### config.mk
export PLATFORM = sky130hd
export DESIGN_NAME = text_escape_crlf_encoder
export DESIGN_NICKNAME = d
export VERILOG_FILES = /design/src/rtl/tece_pkg.sv /design/src/rtl/tece_apb_regs.sv /design/src/rtl/tece_classify.sv /design/src/rtl/tece_serialiser.sv /design/src/rtl/text_escape_crlf_encoder.sv
export VERILOG_INCLUDE_DIRS = /design/src /design/src/rtl
export SDC_FILE = /design/constraint.sdc
export NUM_CORES = 1
export LEC_CHECK = 0
export BUFFER_PORTS_ARGS = -buffer_cell sky130_fd_sc_hd__buf_2
export CAP_MARGIN = 20
export CORE_MARGIN = 2
export CORE_UTILIZATION = 35
export DETAILED_ROUTE_END_ITERATION = 16
export PLACE_DENSITY_LB_ADDON = 0.08
export SYNTH_ARGS = -nofsm -noshare
export SYNTH_HDL_FRONTEND = slang
export SYNTH_HIERARCHICAL = 1
export SYNTH_SLANG_ARGS = --single-unit
### constraint.sdc
create_clock -name clk -period 9.05 [get_ports clk]
set_clock_uncertainty 0.2 [all_clocks]
set_input_delay 0.4525 -clock clk [delete_from_list [all_inputs] [get_ports clk]]
set_output_delay 0.4525 -clock clk [all_outputs]
set_load 0.02 [all_outputs]
### src/rtl/text_escape_crlf_encoder_macros.svh
// assertion macros used by the encoder serialiser
`ifndef TEXT_ESCAPE_CRLF_ENCODER_MACROS_SVH
`define TEXT_ESCAPE_CRLF_ENCODER_MACROS_SVH

// condition implies consequence in the same cycle
`define TECE_ASSERT_IMPL(label, clk, rst_n, cond, cons) \
    label: assert property (@(posedge clk) disable iff (!rst_n) (cond) |-> (cons)) \
        else $error("tece assertion failed");

// condition implies consequence in the next cycle
`define TECE_ASSERT_NEXT(label, clk, rst_n, cond, cons) \
    label: assert property (@(posedge clk) disable iff (!rst_n) (cond) |=> (cons)) \
        else $error("tece assertion failed");

`endif

### src/rtl/tece_pkg.sv
// types, constants and helper functions for the text escape encoder
package tece_pkg;

    localparam logic [7:0]  CHAR_CR        = 8'h0D;
    localparam logic [7:0]  CHAR_LF        = 8'h0A;
    localparam logic [7:0]  CHAR_TAB       = 8'h09;
    localparam logic [7:0]  CHAR_SPACE     = 8'h20;
    localparam logic [7:0]  CHAR_TILDE     = 8'h7E;
    localparam logic [7:0]  CHAR_CARET     = 8'h5E;
    localparam logic [7:0]  CHAR_BSLASH    = 8'h5C;
    localparam logic [7:0]  CHAR_X         = 8'h78;
    localparam logic [7:0]  CHAR_ZERO      = 8'h30;
    localparam logic [7:0]  HEX_ALPHA_BASE = 8'h37;
    localparam logic [7:0]  CARET_OFFSET   = 8'h40;
    localparam logic [31:0] COUNT_MAX      = 32'hFFFF_FFFF;

    localparam int          ADDR_W         = 3;
    localparam logic        REG_PASS_LOW   = 1'b0;
    localparam logic        REG_PASS_TOP   = 1'b1;

    typedef struct packed {
        logic [7:0] data_byte;
        logic       chunk_end;
        logic       restart;
    } tece_in_t;

    typedef struct packed {
        logic [7:0]  out_byte;
        logic        run_last;
        logic        chunk_done;
        logic [31:0] byte_total;
        logic [31:0] line_total;
    } tece_out_t;

    typedef struct packed {
        logic [7:0] pass_low;
        logic [7:0] pass_top;
    } tece_cfg_t;

    typedef struct packed {
        logic [3:0][7:0] bytes;
        logic [1:0]      last_idx;
        logic            is_lf;
    } tece_seq_t;

    function automatic logic [7:0] hex_digit(input logic [3:0] nib);
        logic [7:0] wide;
        wide = {4'b0000, nib};
        return (nib < 4'd10) ? (CHAR_ZERO + wide) : (HEX_ALPHA_BASE + wide);
    endfunction

    function automatic logic [31:0] sat_inc(input logic [31:0] v);
        return (v == COUNT_MAX) ? v : v + 32'd1;
    endfunction

endpackage

### src/rtl/tece_apb_regs.sv
// apb register file holding the pass range
module tece_apb_regs (
    input  logic                          clk,
    input  logic                          rst_n,
    input  logic                          psel,
    input  logic                          penable,
    input  logic                          pwrite,
    input  logic [tece_pkg::ADDR_W-1:0]   paddr,
    input  logic [31:0]                   pwdata,
    output logic [31:0]                   prdata,
    output logic                          pready,
    output tece_pkg::tece_cfg_t           cfg
);
    import tece_pkg::*;

    logic [7:0] pass_low_reg;
    logic [7:0] pass_top_reg;
    logic       wr_en;

    assign pready = 1'b1;
    assign wr_en  = psel && penable && pwrite && pready;

    always_ff @(posedge clk or negedge rst_n)
    begin
        if (!rst_n)
        begin
            pass_low_reg <= 8'd0;
            pass_top_reg <= 8'd0;
        end
        else if (wr_en)
        begin
            unique case (paddr[2])
                REG_PASS_LOW: pass_low_reg <= pwdata[7:0];
                REG_PASS_TOP: pass_top_reg <= pwdata[7:0];
                default:      pass_low_reg <= pass_low_reg;
            endcase
        end
    end

    always_comb
    begin
        unique case (paddr[2])
            REG_PASS_LOW: prdata = {24'd0, pass_low_reg};
            REG_PASS_TOP: prdata = {24'd0, pass_top_reg};
            default:      prdata = 32'd0;
        endcase
    end

    assign cfg.pass_low = pass_low_reg;
    assign cfg.pass_top = pass_top_reg;

    logic unused_ok;
    assign unused_ok = ^{paddr[1:0], pwdata[31:8]};

endmodule

### src/rtl/tece_classify.sv
// maps one raw byte to its escaped byte sequence
module tece_classify (
    input  logic [7:0]          data_byte,
    input  tece_pkg::tece_cfg_t cfg,
    output tece_pkg::tece_seq_t seq
);
    import tece_pkg::*;

    always_comb
    begin
        seq = '0;
        if (data_byte == CHAR_LF)
        begin
            seq.bytes[0] = CHAR_CR;
            seq.bytes[1] = CHAR_LF;
            seq.last_idx = 2'd1;
            seq.is_lf    = 1'b1;
        end
        else if ((data_byte >= CHAR_SPACE && data_byte <= CHAR_TILDE) ||
                 data_byte == CHAR_TAB)
        begin
            seq.bytes[0] = data_byte;
        end
        else if (data_byte < CHAR_SPACE)
        begin
            seq.bytes[0] = CHAR_CARET;
            seq.bytes[1] = data_byte + CARET_OFFSET;
            seq.last_idx = 2'd1;
        end
        else if (data_byte >= cfg.pass_low && data_byte <= cfg.pass_top)
        begin
            seq.bytes[0] = data_byte;
        end
        else
        begin
            seq.bytes[0] = CHAR_BSLASH;
            seq.bytes[1] = CHAR_X;
            seq.bytes[2] = hex_digit(data_byte[7:4]);
            seq.bytes[3] = hex_digit(data_byte[3:0]);
            seq.last_idx = 2'd3;
        end
    end

endmodule

### src/rtl/tece_serialiser.sv
// holds one escaped sequence and sends it out a byte per beat with running counts
`include "text_escape_crlf_encoder_macros.svh"

module tece_serialiser (
    input  logic                 clk,
    input  logic                 rst_n,
    input  logic                 in_valid,
    output logic                 in_stall,
    input  tece_pkg::tece_seq_t  in_seq,
    input  logic                 in_chunk_end,
    input  logic                 in_restart,
    output logic                 out_valid,
    input  logic                 out_stall,
    output tece_pkg::tece_out_t  out_data
);
    import tece_pkg::*;

    logic        s1_valid_reg, s1_valid_next;
    tece_seq_t   seq_reg, seq_next;
    logic [1:0]  idx_reg, idx_next;
    logic        chunk_end_reg, chunk_end_next;
    logic        restart_reg, restart_next;
    logic        out_valid_reg, out_valid_next;
    tece_out_t   out_reg, out_next;
    logic [31:0] emitted_reg, emitted_next;
    logic [31:0] lines_reg, lines_next;

    logic        out_free;
    logic        byte_move;
    logic        last_byte;
    logic        first_byte;
    logic        in_take;
    logic [31:0] base_emitted;
    logic [31:0] base_lines;

    assign out_free   = !out_valid_reg || !out_stall;
    assign byte_move  = s1_valid_reg && out_free;
    assign last_byte  = (idx_reg == seq_reg.last_idx);
    assign first_byte = (idx_reg == 2'd0);
    assign in_stall   = s1_valid_reg && !(byte_move && last_byte);
    assign in_take    = in_valid && !in_stall;

    // counters clear on the first byte of a restart item
    always_comb
    begin
        base_emitted = (first_byte && restart_reg) ? 32'd0 : emitted_reg;
        base_lines   = (first_byte && restart_reg) ? 32'd0 : lines_reg;
        emitted_next = emitted_reg;
        lines_next   = lines_reg;
        if (byte_move)
        begin
            emitted_next = sat_inc(base_emitted);
            lines_next   = (first_byte && seq_reg.is_lf) ? sat_inc(base_lines) : base_lines;
        end
    end

    always_comb
    begin
        s1_valid_next  = s1_valid_reg;
        seq_next       = seq_reg;
        idx_next       = idx_reg;
        chunk_end_next = chunk_end_reg;
        restart_next   = restart_reg;
        if (in_take)
        begin
            s1_valid_next  = 1'b1;
            seq_next       = in_seq;
            idx_next       = 2'd0;
            chunk_end_next = in_chunk_end;
            restart_next   = in_restart;
        end
        else if (byte_move && last_byte)
        begin
            s1_valid_next = 1'b0;
        end
        else if (byte_move)
        begin
            idx_next = idx_reg + 2'd1;
        end
    end

    always_comb
    begin
        out_valid_next = out_valid_reg;
        out_next       = out_reg;
        if (byte_move)
        begin
            out_valid_next      = 1'b1;
            out_next.out_byte   = seq_reg.bytes[idx_reg];
            out_next.run_last   = last_byte;
            out_next.chunk_done = last_byte && chunk_end_reg;
            out_next.byte_total = emitted_next;
            out_next.line_total = lines_next;
        end
        else if (!out_stall)
        begin
            out_valid_next = 1'b0;
        end
    end

    always_ff @(posedge clk or negedge rst_n)
    begin
        if (!rst_n)
        begin
            s1_valid_reg  <= 1'b0;
            idx_reg       <= 2'd0;
            out_valid_reg <= 1'b0;
            emitted_reg   <= 32'd0;
            lines_reg     <= 32'd0;
        end
        else
        begin
            s1_valid_reg  <= s1_valid_next;
            idx_reg       <= idx_next;
            out_valid_reg <= out_valid_next;
            emitted_reg   <= emitted_next;
            lines_reg     <= lines_next;
        end
    end

    always_ff @(posedge clk)
    begin
        seq_reg       <= seq_next;
        chunk_end_reg <= chunk_end_next;
        restart_reg   <= restart_next;
        out_reg       <= out_next;
    end

    assign out_valid = out_valid_reg;
    assign out_data  = out_reg;

    // a beat that is not the last of its run leaves the rest of the run held
    `TECE_ASSERT_IMPL(a_run_held, clk, rst_n, out_valid_reg && !out_reg.run_last, s1_valid_reg)
    // later bytes of a run count up by one unless saturated
    `TECE_ASSERT_NEXT(a_count_step, clk, rst_n,
        byte_move && !first_byte && emitted_reg != COUNT_MAX,
        emitted_reg == $past(emitted_reg) + 32'd1)
    // the line count is the same on every beat of one run
    `TECE_ASSERT_NEXT(a_lines_steady, clk, rst_n,
        byte_move && !first_byte,
        out_reg.line_total == $past(out_reg.line_total))

endmodule

### src/rtl/text_escape_crlf_encoder.sv
// top level of the text escape encoder with cr lf conversion
// Each input beat carries one text byte and yields one to four output beats: one
// for plain and passed bytes, two for line feeds and caret escapes, four for hex
// escapes. The serialiser sets the pace: it holds one escaped sequence and moves
// one byte a cycle into the output register while out_stall is low; the next
// input beat is taken in the cycle that the last byte of the current run moves
// on, so unstalled single-byte items flow at one per cycle. The pass range
// registers sit at byte addresses 0 and 4.
module text_escape_crlf_encoder (
    input  logic                         clk,
    input  logic                         rst_n,
    input  logic                         psel,
    input  logic                         penable,
    input  logic                         pwrite,
    input  logic [tece_pkg::ADDR_W-1:0]  paddr,
    input  logic [31:0]                  pwdata,
    output logic [31:0]                  prdata,
    output logic                         pready,
    input  logic                         in_valid,
    output logic                         in_stall,
    input  tece_pkg::tece_in_t           in_data,
    output logic                         out_valid,
    input  logic                         out_stall,
    output tece_pkg::tece_out_t          out_data
);
    import tece_pkg::*;

    tece_cfg_t cfg;
    tece_seq_t seq;

    tece_apb_regs u_regs (
        .clk     (clk),
        .rst_n   (rst_n),
        .psel    (psel),
        .penable (penable),
        .pwrite  (pwrite),
        .paddr   (paddr),
        .pwdata  (pwdata),
        .prdata  (prdata),
        .pready  (pready),
        .cfg     (cfg)
    );

    tece_classify u_classify (
        .data_byte (in_data.data_byte),
        .cfg       (cfg),
        .seq       (seq)
    );

    tece_serialiser u_serialiser (
        .clk          (clk),
        .rst_n        (rst_n),
        .in_valid     (in_valid),
        .in_stall     (in_stall),
        .in_seq       (seq),
        .in_chunk_end (in_data.chunk_end),
        .in_restart   (in_data.restart),
        .out_valid    (out_valid),
        .out_stall    (out_stall),
        .out_data     (out_data)
    );

endmodule
==> results.yml <==
status:
  status: "finished, final reports clean"
cts:
  clock-sinks: 195
  htreeDepth: 4
  ctsResizeCount: 0
  cts_setup_buffers: 0
  clk_pin_slew_worst_paths_ns: 0.08
  clk_latency_ns: 0.43
  cts_tree: "yes"
  cts_root_buffer: "clkbuf_16"
  cts_made_buffers: 17
  cts_buffer_depth: 2
power_and_ir_drop:
  p_seq_share_pct: 46.6
  pwr-share-comb_pct: 25.5
  peakVddDrop_mv: 0.101
  switching_share_pct: 34.4
  switchingPower_w: 0.000916
  p_leak_nw: 4.37
  power_frac_clock_pct: 27.9
  p_per_area_mw_per_mm2: 245
  p_int_w: 0.00174
synthesis:
  synth-edff-count: 111
  synth.avg_cell_area_um2: 12.2
  async_reset_ff_share_pct: 43.1
  synth_seq_area_share_pct: 57.7
  yosys_register_bits: 195
  synth_flop_cell: "edfxtp_1"
  yosysWarnings: 6
  ys_types: 77
  synthesis.area_mm2: 0.00943
  synthCells: 771
critical_path:
  r2r_start: "u_serialiser/idx_reg[0]"
  critPathLaunchType: "register"
  worst_r2r_path_depth: 11
  cp_common_cell: "nand2_1"
  cp_cell_sequence: "inv_1 > ha_1 > nand2_1 > and2_1 > ha_1 > nand2_1 > nor4_2 > nand4_1 > nand2_1 > o311ai_0 > o41ai_1"
  worst-endpoint-required_ns: 9.04
  cp_slowest_cell: "dfrtp_1"
  worstPathMaxFanout: 13
  end_kind: "register"
  slowest_delay_ns: 0.76
  reg2reg_slack_ns: 4.48
  worstSetupPathType: "reg -> reg"
  r2r-end: "u_serialiser/out_data[35]"
  arrival_ns: 4.56
placed_design:
  dp_hpwl_mm: 14.7
  gp_congestion: 0.807
  io_buffer_count: 109
die:
  io_pins: 161
  die_x_um: 168
  die_y_um: 168
  initial_utilization_pct: 35.3
  dieArea_mm2: 0.0283
  rows: 60
  fp.coreArea_mm2: 0.0267
routing:
  ant_nets: 0
  routed-wl-met2_mm: 10.6
  avgViaCountPerCell: 5.10
  drt_pass1_iterations: 6
  first_iter_violations: 511
  wl_met1_mm: 9.26
  avgRoutedWirePerCell_um: 16.9
  vias: 6316
  met3_length_um: 858
  drcViolationCount: 0
  routed_wl_mm: 21.0
  maxUsedRoutingLayer: "met4"
global_route:
  grt_overflow: 0
  antenna_found_initial: 0
  grt_util_all_layers_pct: 15.5
  grt_max_degree: 63
  grt_pass1_vias: 6513
  grt_first_pass_wirelength_mm: 34.5
timing:
  worstMarginPinSlew_ns: 0.916
  drv_slew: 0
  period_minus_slack_ns: 4.57
  final-setup-viol-count: 0
  fmax_mhz: 219
  slew_headroom_pct: 38.4
  rsz0062_at_grt: "no"
  timing.hold.ws_ns: 0.0650
  period_share_pct: 50.4
  hold_violations: 0
  tns_ns: 0
run:
  max_cap_violations: 0
worst_hold_path:
  min_path_type: "in -> reg"
  min_path_cells: 2
  hp-start: "pwdata[1]"
  min_to: "u_regs/pass_low_reg[1]"
layout:
  diodes: 0
  final_common_cell: "edfxtp_1"
  largest_reg_flops: 74
  drive_gt1_share_pct: 23.4
  nets: 966
  final_cell_mix: "edfxtp_1, buf_2, nand2_1"
  area_growth_pct: 15.1
[power by group through the flow]
| stage | combinational (W) | sequential, W | clock [W] |
|---|---|---|---|
| 6_report | 0.000679 | 0.00124 | 0.000742 |
| 5_1_grt | 0.000748 | 0.00126 | 0.000805 |
| 4_1_cts | 0.000694 | 0.00125 | 0.000770 |
| 3_5_place_dp | 0.000692 | 0.00126 | 0 |
| 3_3_place_gp | 0.000681 | 0.00126 | 0 |
| 2_1_floorplan | 0.000379 | 0.00134 | 0 |
[cell type report]
type | instances | area, um2
multi-input cells | 520 | 3650
clock inverters | 15 | 163
well taps | 341 | 427
flip-flops and latches | 195 | 5440
fillers | 2573 | 15900
repair buffers | 118 | 623
clock buffers | 17 | 425
inverters | 32 | 121
[layer usage]
layer	vias up	track usage [%]
met4	0	4.65
met2	163	27.0
li1	2991	-
met1	3139	20.0
met3	23	2.35
met5	-	0
[worst max-delay path, delay by kind of cell (launching register included)]
kind                     cells  cell delay (ns)
AO/OA/AOI/OAI                2             0.32
adder cells (fa/ha/maj)      2             0.57
buffers and inverters        1             0.18
flip-flops                   1             0.76
AND/OR/NAND/NOR              6             2.29
[through the flow]
stage | utilization (%) | setup slack, ns | total power, W | std cells | cell area (um2)
after floorplan | - | 4.26 | 0.00172 | 795 | 9520
final | 40.6 | 4.48 | 0.00266 | 1238 | 10800
after CTS | 40.6 | 4.43 | 0.00271 | 1238 | 10800
after detailed placement | 38.3 | 4.47 | 0.00195 | 1203 | 10200
after global placement | 38.3 | 4.57 | 0.00194 | 1203 | 10200
after global routing | 40.6 | 4.08 | 0.00282 | 1238 | 10800
[kinds of logic after synthesis]
kind of cell               Yosys count  synth area share, %
AOI/OAI and AO/OA                   87                 6.77
xor gates and xnor gates            47                 4.37
adders and majority gates           30                 3.98
buffers and inverters               80                 4.55
DFF                                195                 57.7
muxes                               41                 5.75
other                                3                0.119
and+or+nand+nor                    288                 16.8
[what timing repair did]
action,in CTS,in global routing
endpoints found under the setup margin,0,0
hold buffers,3,0
endpoints found under the hold margin,38,0
[Yosys cell counts, types with 4 or more instances]
| master | instances | share of area, % |
|---|---|---|
| nor3_1 | 14 | 0.74 |
| nor4_1 | 8 | 0.53 |
| and3_1 | 10 | 0.66 |
| nand2_1 | 97 | 3.9 |
| nand2b_1 | 6 | 0.40 |
| mux4_2 | 8 | 1.9 |
| o211ai_1 | 5 | 0.40 |
| nor3_2 | 10 | 1.1 |
| ha_1 | 30 | 4.0 |
| buf_2 | 4 | 0.21 |
| nand4_1 | 27 | 1.8 |
| o21ai_0 | 24 | 1.3 |
| and2_1 | 11 | 0.73 |
| inv_1 | 32 | 1.3 |
| buf_4 | 27 | 2.1 |
| mux2i_1 | 8 | 0.85 |
| mux2_2 | 25 | 3.0 |
| clkbuf_1 | 13 | 0.52 |
| xor2_1 | 28 | 2.6 |
| a31oi_1 | 5 | 0.33 |
| edfxtp_1 | 111 | 35 |
| o31ai_1 | 4 | 0.32 |
| nand3_1 | 38 | 2.0 |
| xnor2_1 | 19 | 1.8 |
| and4_1 | 5 | 0.46 |
| dfrtp_1 | 84 | 22 |
| a21oi_1 | 13 | 0.69 |
| nor2_1 | 34 | 1.4 |
[how the worst max path moves through the flow]
stage | depth (start not counted) | start | to | slack, ns
6_report | 11 | u_serialiser/idx_reg[0] | u_serialiser/out_data[35] | 4.48
5_1_grt | 11 | u_serialiser/idx_reg[0] | u_serialiser/out_data[35] | 4.08
3_5_place_dp | 11 | u_serialiser/idx_reg[0] | u_serialiser/out_data[35] | 4.47
2_1_floorplan | 7 | u_serialiser/out_valid | u_serialiser/out_data[35] | 4.26
4_1_cts | 11 | u_serialiser/idx_reg[0] | u_serialiser/out_data[35] | 4.43
3_3_place_gp | 11 | u_serialiser/idx_reg[0] | u_serialiser/out_data[35] | 4.57
No activity file was read; power rests on OpenSTA's default activity.
